## config.mk

```make
export PLATFORM = sky130hd
export DESIGN_NAME = bsu_front
export DESIGN_NICKNAME = d
export VERILOG_FILES = /design/src/rtl/core/bsu_pkg.sv /design/src/rtl/core/bsu_front.sv
export SDC_FILE = /design/constraint.sdc
export NUM_CORES = 1
export LEC_CHECK = 0
export ABC_CLOCK_PERIOD_IN_PS = 2300
export BUFFER_PORTS_ARGS = -buffer_cell sky130_fd_sc_hd__buf_4
export CAP_MARGIN = 20
export CORE_UTILIZATION = 50
export CTS_BUF_LIST = sky130_fd_sc_hd__clkbuf_4
export DETAILED_ROUTE_END_ITERATION = 8
export PLACE_DENSITY = 0.86
export SYNTH_ARGS = -nofsm -noshare
export SYNTH_HDL_FRONTEND = slang
export SYNTH_SLANG_ARGS = --single-unit
```

## constraint.sdc

```tcl
create_clock -name clock -period 2.3 [get_ports clock]
set_input_delay 0.115 -clock clock [delete_from_list [all_inputs] [get_ports clock]]
set_output_delay 0.115 -clock clock [all_outputs]
set_load 0.02 [all_outputs]
```

## src/rtl/core/bsu_pkg.sv

```systemverilog
// Package for the bitmap set-union block: field widths, map geometry,
// queue sizing and the item and status structs shared by the other modules.
// Depends on nothing.
package bsu_pkg;

   localparam int CODE_BITS   = 16;
   localparam int CODE_W      = 16;
   localparam int INDEX_W     = 10;
   localparam int WORD_BITS   = 64;
   localparam int OFFSET_BITS = 6;
   localparam int ADDR_BITS   = CODE_BITS - OFFSET_BITS;
   localparam int WORD_COUNT  = 1 << ADDR_BITS;
   localparam int RAM_WIDTH   = 2 * WORD_BITS;

   localparam logic [WORD_BITS-1:0] TOP_BIT = {1'b1, {(WORD_BITS - 1){1'b0}}};

   localparam int Q_DEPTH    = 2;
   localparam int QPTR_BITS  = $clog2(Q_DEPTH);

   localparam logic OP_INSERT = 1'b0;
   localparam logic OP_SCAN   = 1'b1;

   typedef struct packed {
      logic                   op;
      logic [ADDR_BITS-1:0]   addr;
      logic [OFFSET_BITS-1:0] offset;
   } item_type;

   typedef struct packed {
      logic     valid;
      item_type item;
   } queue_head_type;

   typedef struct packed {
      logic clearing;
      logic pop;
   } back_status_type;

endpackage

```

## src/rtl/core/bsu_front.sv

```systemverilog
// Front end: accepts items, reduces them to a map address and bit offset,
// and holds them in a short queue for the back end. Depends on bsu_pkg.
module bsu_front import bsu_pkg::*; (
   input  logic                  clock,
   input  logic                  reset,
   input  logic                  start,
   output logic                  busy,
   input  logic                  req_operation,
   input  logic [CODE_W-1:0]     req_code,
   input  logic [INDEX_W-1:0]    req_word_index,
   input  back_status_type       status,
   output queue_head_type        head
);

   item_type             entries_ff [Q_DEPTH];
   logic [QPTR_BITS-1:0] wr_ptr_ff, wr_ptr_in;
   logic [QPTR_BITS-1:0] rd_ptr_ff, rd_ptr_in;
   logic [QPTR_BITS:0]   count_ff, count_in;
   logic [31:0]          code_ext;
   logic [31:0]          index_ext;
   item_type             item;
   logic                 push;

   assign code_ext  = 32'(req_code);
   assign index_ext = 32'(req_word_index);

   always_comb begin
      item.op = req_operation;
      if (req_operation == OP_SCAN) begin
         item.addr   = index_ext[ADDR_BITS-1:0];
         item.offset = '0;
      end else begin
         item.addr   = code_ext[CODE_BITS-1:OFFSET_BITS];
         item.offset = code_ext[OFFSET_BITS-1:0];
      end
   end

   assign busy = status.clearing || (count_ff == (QPTR_BITS + 1)'(Q_DEPTH));
   assign push = start && !busy;

   assign wr_ptr_in = push ? wr_ptr_ff + 1'b1 : wr_ptr_ff;
   assign rd_ptr_in = status.pop ? rd_ptr_ff + 1'b1 : rd_ptr_ff;
   assign count_in  = count_ff + (QPTR_BITS + 1)'(push) - (QPTR_BITS + 1)'(status.pop);

   always_ff @(posedge clock) begin
      if (reset) begin
         wr_ptr_ff <= '0;
         rd_ptr_ff <= '0;
         count_ff  <= '0;
      end else begin
         wr_ptr_ff <= wr_ptr_in;
         rd_ptr_ff <= rd_ptr_in;
         count_ff  <= count_in;
      end
   end

   always_ff @(posedge clock) begin
      if (push) begin
         entries_ff[wr_ptr_ff] <= item;
      end
   end

   assign head.valid = (count_ff != '0);
   assign head.item  = entries_ff[rd_ptr_ff];

endmodule

```

Word level (Yosys, flattened, before mapping)

Memory sizes are Yosys's and may differ from the RTL's. A register that Yosys moved wholly into a read port is not among the register bits.
Cells that the tools add are included.

Bits in registers: 4
Input port bits: 32
Logic and storage cells: 18
Bits in writable memories: 34
Memories kept: 1

Memory list:

| memory     | words | width | read ports | clocked after Yosys merged registers in | wr ports | RTL line        | RTL |
|---|---|---|---|---|---|---|---|
| entries_ff | 2     | 17    | 1          | 1                                       | 1        | bsu_front.sv:15 | `item_type entries_ff [Q_DEPTH];` |

Eq/ne operators: 1
$add $sub $neg: 4
Reductions and logical operators: 4
Muxes and demuxes: 5

Operator list:

| cell                | count |
|---|---|
| $mux 16             | 1 |
| $mux 1              | 4 |
| $add 1x1->1 const B | 2 |
| $add 2x1->2         | 1 |
| $eq 2x2->1 const B  | 1 |
| $reduce_bool 2->1   | 1 |
| $sub 2x1->2         | 1 |
| $logic_and 1x1->1   | 1 |
| $logic_not 1->1     | 1 |
| $logic_or 1x1->1    | 1 |

Longest topological paths before layout

Word-level depth: 6
Depth in mapped cells: 8

Worst setup path before layout

OpenSTA, ideal clock, no wires.

Path type: register -> register
Start: register count_ff[0]
End: memory entries_ff[1][0] in the netlist's numbering, enable pin
Library setup time: 391 ps
Arrival time: 1306 ps
Cell stages (with the launch flop): 4
Buffers on the path: 0
Setup slack: 603 ps
Cell sequence: dfxtp_1 > nand2b_2 > nand3b_4 > nor2_1

Longest elaborated chain between the ends: 6

RTL lines:

| element                      | RTL line        | RTL |
|---|---|---|
| from (decl)                  | bsu_front.sv:18 | `logic [QPTR_BITS:0] count_ff, count_in;` |
| from (signal assigned)       | bsu_front.sv:53 | `count_ff <= count_in;` |
| $eq 2x2->1                   | bsu_front.sv:38 | `assign busy = status.clearing \|\| (count_ff == (QPTR_BITS + 1)'(Q_DEPTH));` |
| $logic_or 1x1->1             | bsu_front.sv:38 |  |
| $logic_not 1->1              | bsu_front.sv:39 | `assign push = start && !busy;` |
| $logic_and 1x1->1            | bsu_front.sv:39 |  |
| $mux 1                       | bsu_front.sv:58 | `if (push) begin` |
| $mux 1 (implied by the code) | bsu_front.sv:59 | `entries_ff[wr_ptr_ff] <= item;` |
| to (decl)                    | bsu_front.sv:15 |  |

No other way between the ends.

==> results.py <==
metrics = {
    "clocking": {
        "numCtsBuffers": 5,
        "cts_resized": 0,
        "clkLatencyLatePin_ns": 0.34,
        "clkSinkCount": 39,
        "postCtsHoldBufs": 1,
        "clk_path_buf_depth": 2,
        "postCtsSetupRepairBufs": 0,
        "cts_tree": "built",
        "cts.clk_slew.worst_paths_ns": 0.11,
        "cts-root-buf": "clkbuf_4",
        "htree_levels": 2,
    },
    "drt": {
        "remaining_drc_errors": 0,
        "num_vias": 992,
        "avgViaCountPerCell": 4.94,
        "final_antenna_net_count": 0,
        "firstDrtPassIters": 4,
        "drt-initial-drc-count": 18,
        "wl_microns": 2690,
        "wl_per_cell_microns": 13.4,
    },
    "floorplanning": {
        "core_region_area_sq_mm": 0.00315,
        "rows": 20,
        "start_util": 0.545,
        "die_width_microns": 60.6,
        "pin_count": 51,
        "die_h_microns": 60.6,
        "die_area_sq_mm": 0.00368,
    },
    "synthesis": {
        "synth_most_common_cell": "edfxtp_1",
        "synth-edff-count": 34,
        "synthTopCellsByCount": "edfxtp_1 (34), mux2_4 (15), mux2_2 (13), nor2_1 (7), nor2b_1 (7)",
        "synthCells": 97,
        "synthesis.area_sq_mm": 0.00172,
        "ys_async_sr_fraction": 0,
        "synth_seq_area_share": 0.652,
        "synthFlopType": "edfxtp_1",
        "syn_nets": 131,
        "yosys-top-cells-area": "edfxtp_1 (59%), mux2_4 (13%), mux2_2 (8.5%), dfxtp_1 (5.8%), nor2b_1 (2.5%)",
        "synth.distinct_cells": 18,
        "synth_top_area_frac": 0.594,
        "synthesis.area_per_instance_sq_um": 17.7,
        "ys_ff_latch": 39,
        "ys_warn_count": 0,
        "synth_top_cell_by_area": "edfxtp_1",
    },
    "grt": {
        "grt_max_degree": 19,
        "antenna_found_initial": 0,
        "grt_pass1_vias": 1006,
        "grt.overflow.total": 0,
        "grt_first_pass_wirelength_microns": 4200,
        "grt_usage": 0.165,
    },
    "worst_hold_path": {
        "hp-start": "status[0]",
        "hp-class": "input port to flip-flop",
    },
    "pwr": {
        "p_leak_nw": 0.912,
        "seqPwrFrac": 0.567,
        "net-switching-power_w": 0.000371,
        "peakVddDrop_v": 0.000356,
        "p_clk_frac": 0.223,
        "switching_share": 0.252,
        "comb_power_share": 0.210,
        "p_per_area_mw_per_mm2": 670,
        "internal-power_w": 0.00110,
    },
    "timing": {
        "slew_headroom": 0.794,
        "layout_min_cycle_time_ns": 1.78,
        "rsz0062_at_grt": "false",
        "hold_violations": 0,
        "finClkSkew_ns": 0.00555,
        "tns_ns": 0,
        "period_share": 0.776,
        "fmax_ghz": 0.561,
        "fin_hold_ws_ns": 0.0489,
        "slew_viol_final": 0,
        "setup_viol": 0,
        "worst_pin_slew_ns": 0.309,
        "worst_slack_ns": 0.516,
    },
    "setup_path": {
        "worstPathRequired_ns": 2.18,
        "cp-end-kind": "primary output",
        "critPathMaxFanout": 11,
        "critPathArrivalTime_ns": 1.67,
        "r2r-start": "count_ff[0]$_SDFF_PP0_",
        "worst-setup-path-type": "flip-flop to primary output",
        "startpoint_type": "flip-flop",
    },
    "cells_and_area": {
        "area_growth_pct": 27.7,
        "fin_nets": 190,
        "drive_above_1_share": 0.599,
        "antennaDiodeCount": 0,
    },
    "placement": {
        "gp_congestion": 0.637,
        "dp_hpwl_microns": 2000,
        "io_buffers": 50,
        "pre_cts_ws_ns": 0.691,
    },
    "run": {
        "maxCapViolations": 0,
    },
    "run_status": {
        "status": "completed",
    },
}
[worst paths after layout]
path                            endpoint  slack [ns]  cells after the start
setup / recovery                 head[6]        0.52                      3
hold / removal    rd_ptr_ff$_SDFFE_PP0P_        0.05                      3
setup reg to reg  count_ff[1]$_SDFF_PP0_        0.68                      8
hold reg to reg   rd_ptr_ff$_SDFFE_PP0P_        0.54                      2
[metrics by stage]
step                      cells  total power [W]  instance area (sq um)   util
final                       201          0.00147                   2200  0.696
after global placement      192          0.00115                   2130  0.677
after CTS                   201          0.00149                   2200  0.696
after detailed placement    192          0.00116                   2130  0.677
after floorplan              97          0.00105                   1720      -
after global routing        201          0.00155                   2200  0.696
[sequential cells by signal, summed over array words and instances, names as in the netlist, named ones only]
| name | cells |
|---|---|
| entries_ff | 34 |
| count_ff | 2 |
| rd_ptr_ff | 1 |
| wr_ptr_ff | 1 |
[logic make-up after synthesis]
logic type / after synthesis / synth area share
buf+inv: 6 / 0.0357
fa+ha+maj: 2 / 0.0146
flops: 39 / 0.652
simple gates: 20 / 0.0713
xor+xnor: 2 / 0.0102
mux: 28 / 0.216
[critical path: stages, from the launching register on]
cell     delay (ns)
dfxtp_1        0.52
buf_4          0.30
mux2_2         0.36
buf_4          0.15
[power by group through the flow]
| stage | logic (W) | registers [W] | clock network [W] |
|---|---|---|---|
| finish | 0.000310 | 0.000833 | 0.000328 |
| global route | 0.000332 | 0.000838 | 0.000377 |
| CTS | 0.000314 | 0.000835 | 0.000337 |
| detailed placement | 0.000312 | 0.000851 | 0 |
| global placement | 0.000303 | 0.000847 | 0 |
| floorplan | 0.000203 | 0.000843 | 0 |
[cells in the final DEF (no fill, tap or decap), drive strengths merged]
cell | synthesis | final
clkbuf | 0 | 5
nor2b | 7 | 7
or2 | 1 | 1
mux2 | 28 | 28
xnor2 | 1 | 1
edfxtp | 34 | 34
and2 | 1 | 1
xor2 | 1 | 1
nor2 | 7 | 7
dfxtp | 5 | 5
clkinv | 0 | 3
inv | 2 | 2
buf | 4 | 55
dlygate4sd3 | 0 | 1
nand3b | 1 | 1
nand2b | 2 | 2
ha | 2 | 2
nor3 | 1 | 1
[per-layer routing]
metal / global-route usage / up-vias / wire, microns
met5: 0 / - / 0
met3: 0.0725 / 4 / 177
li1: - / 472 / -
met2: 0.305 / 34 / 1450
met1: 0.168 / 482 / 1040
met4: 0.0487 / 0 / 21
[layout make-up]
cell class	instances	area, sq um
clock inverter	3	15.0
fill	238	957
timing repair buffer	56	423
multi-input combinational	52	537
tap	44	55.1
inverter	2	7.51
sequential	39	1120
clock buffer	5	37.5
No activity file was read; power rests on OpenSTA's default activity.
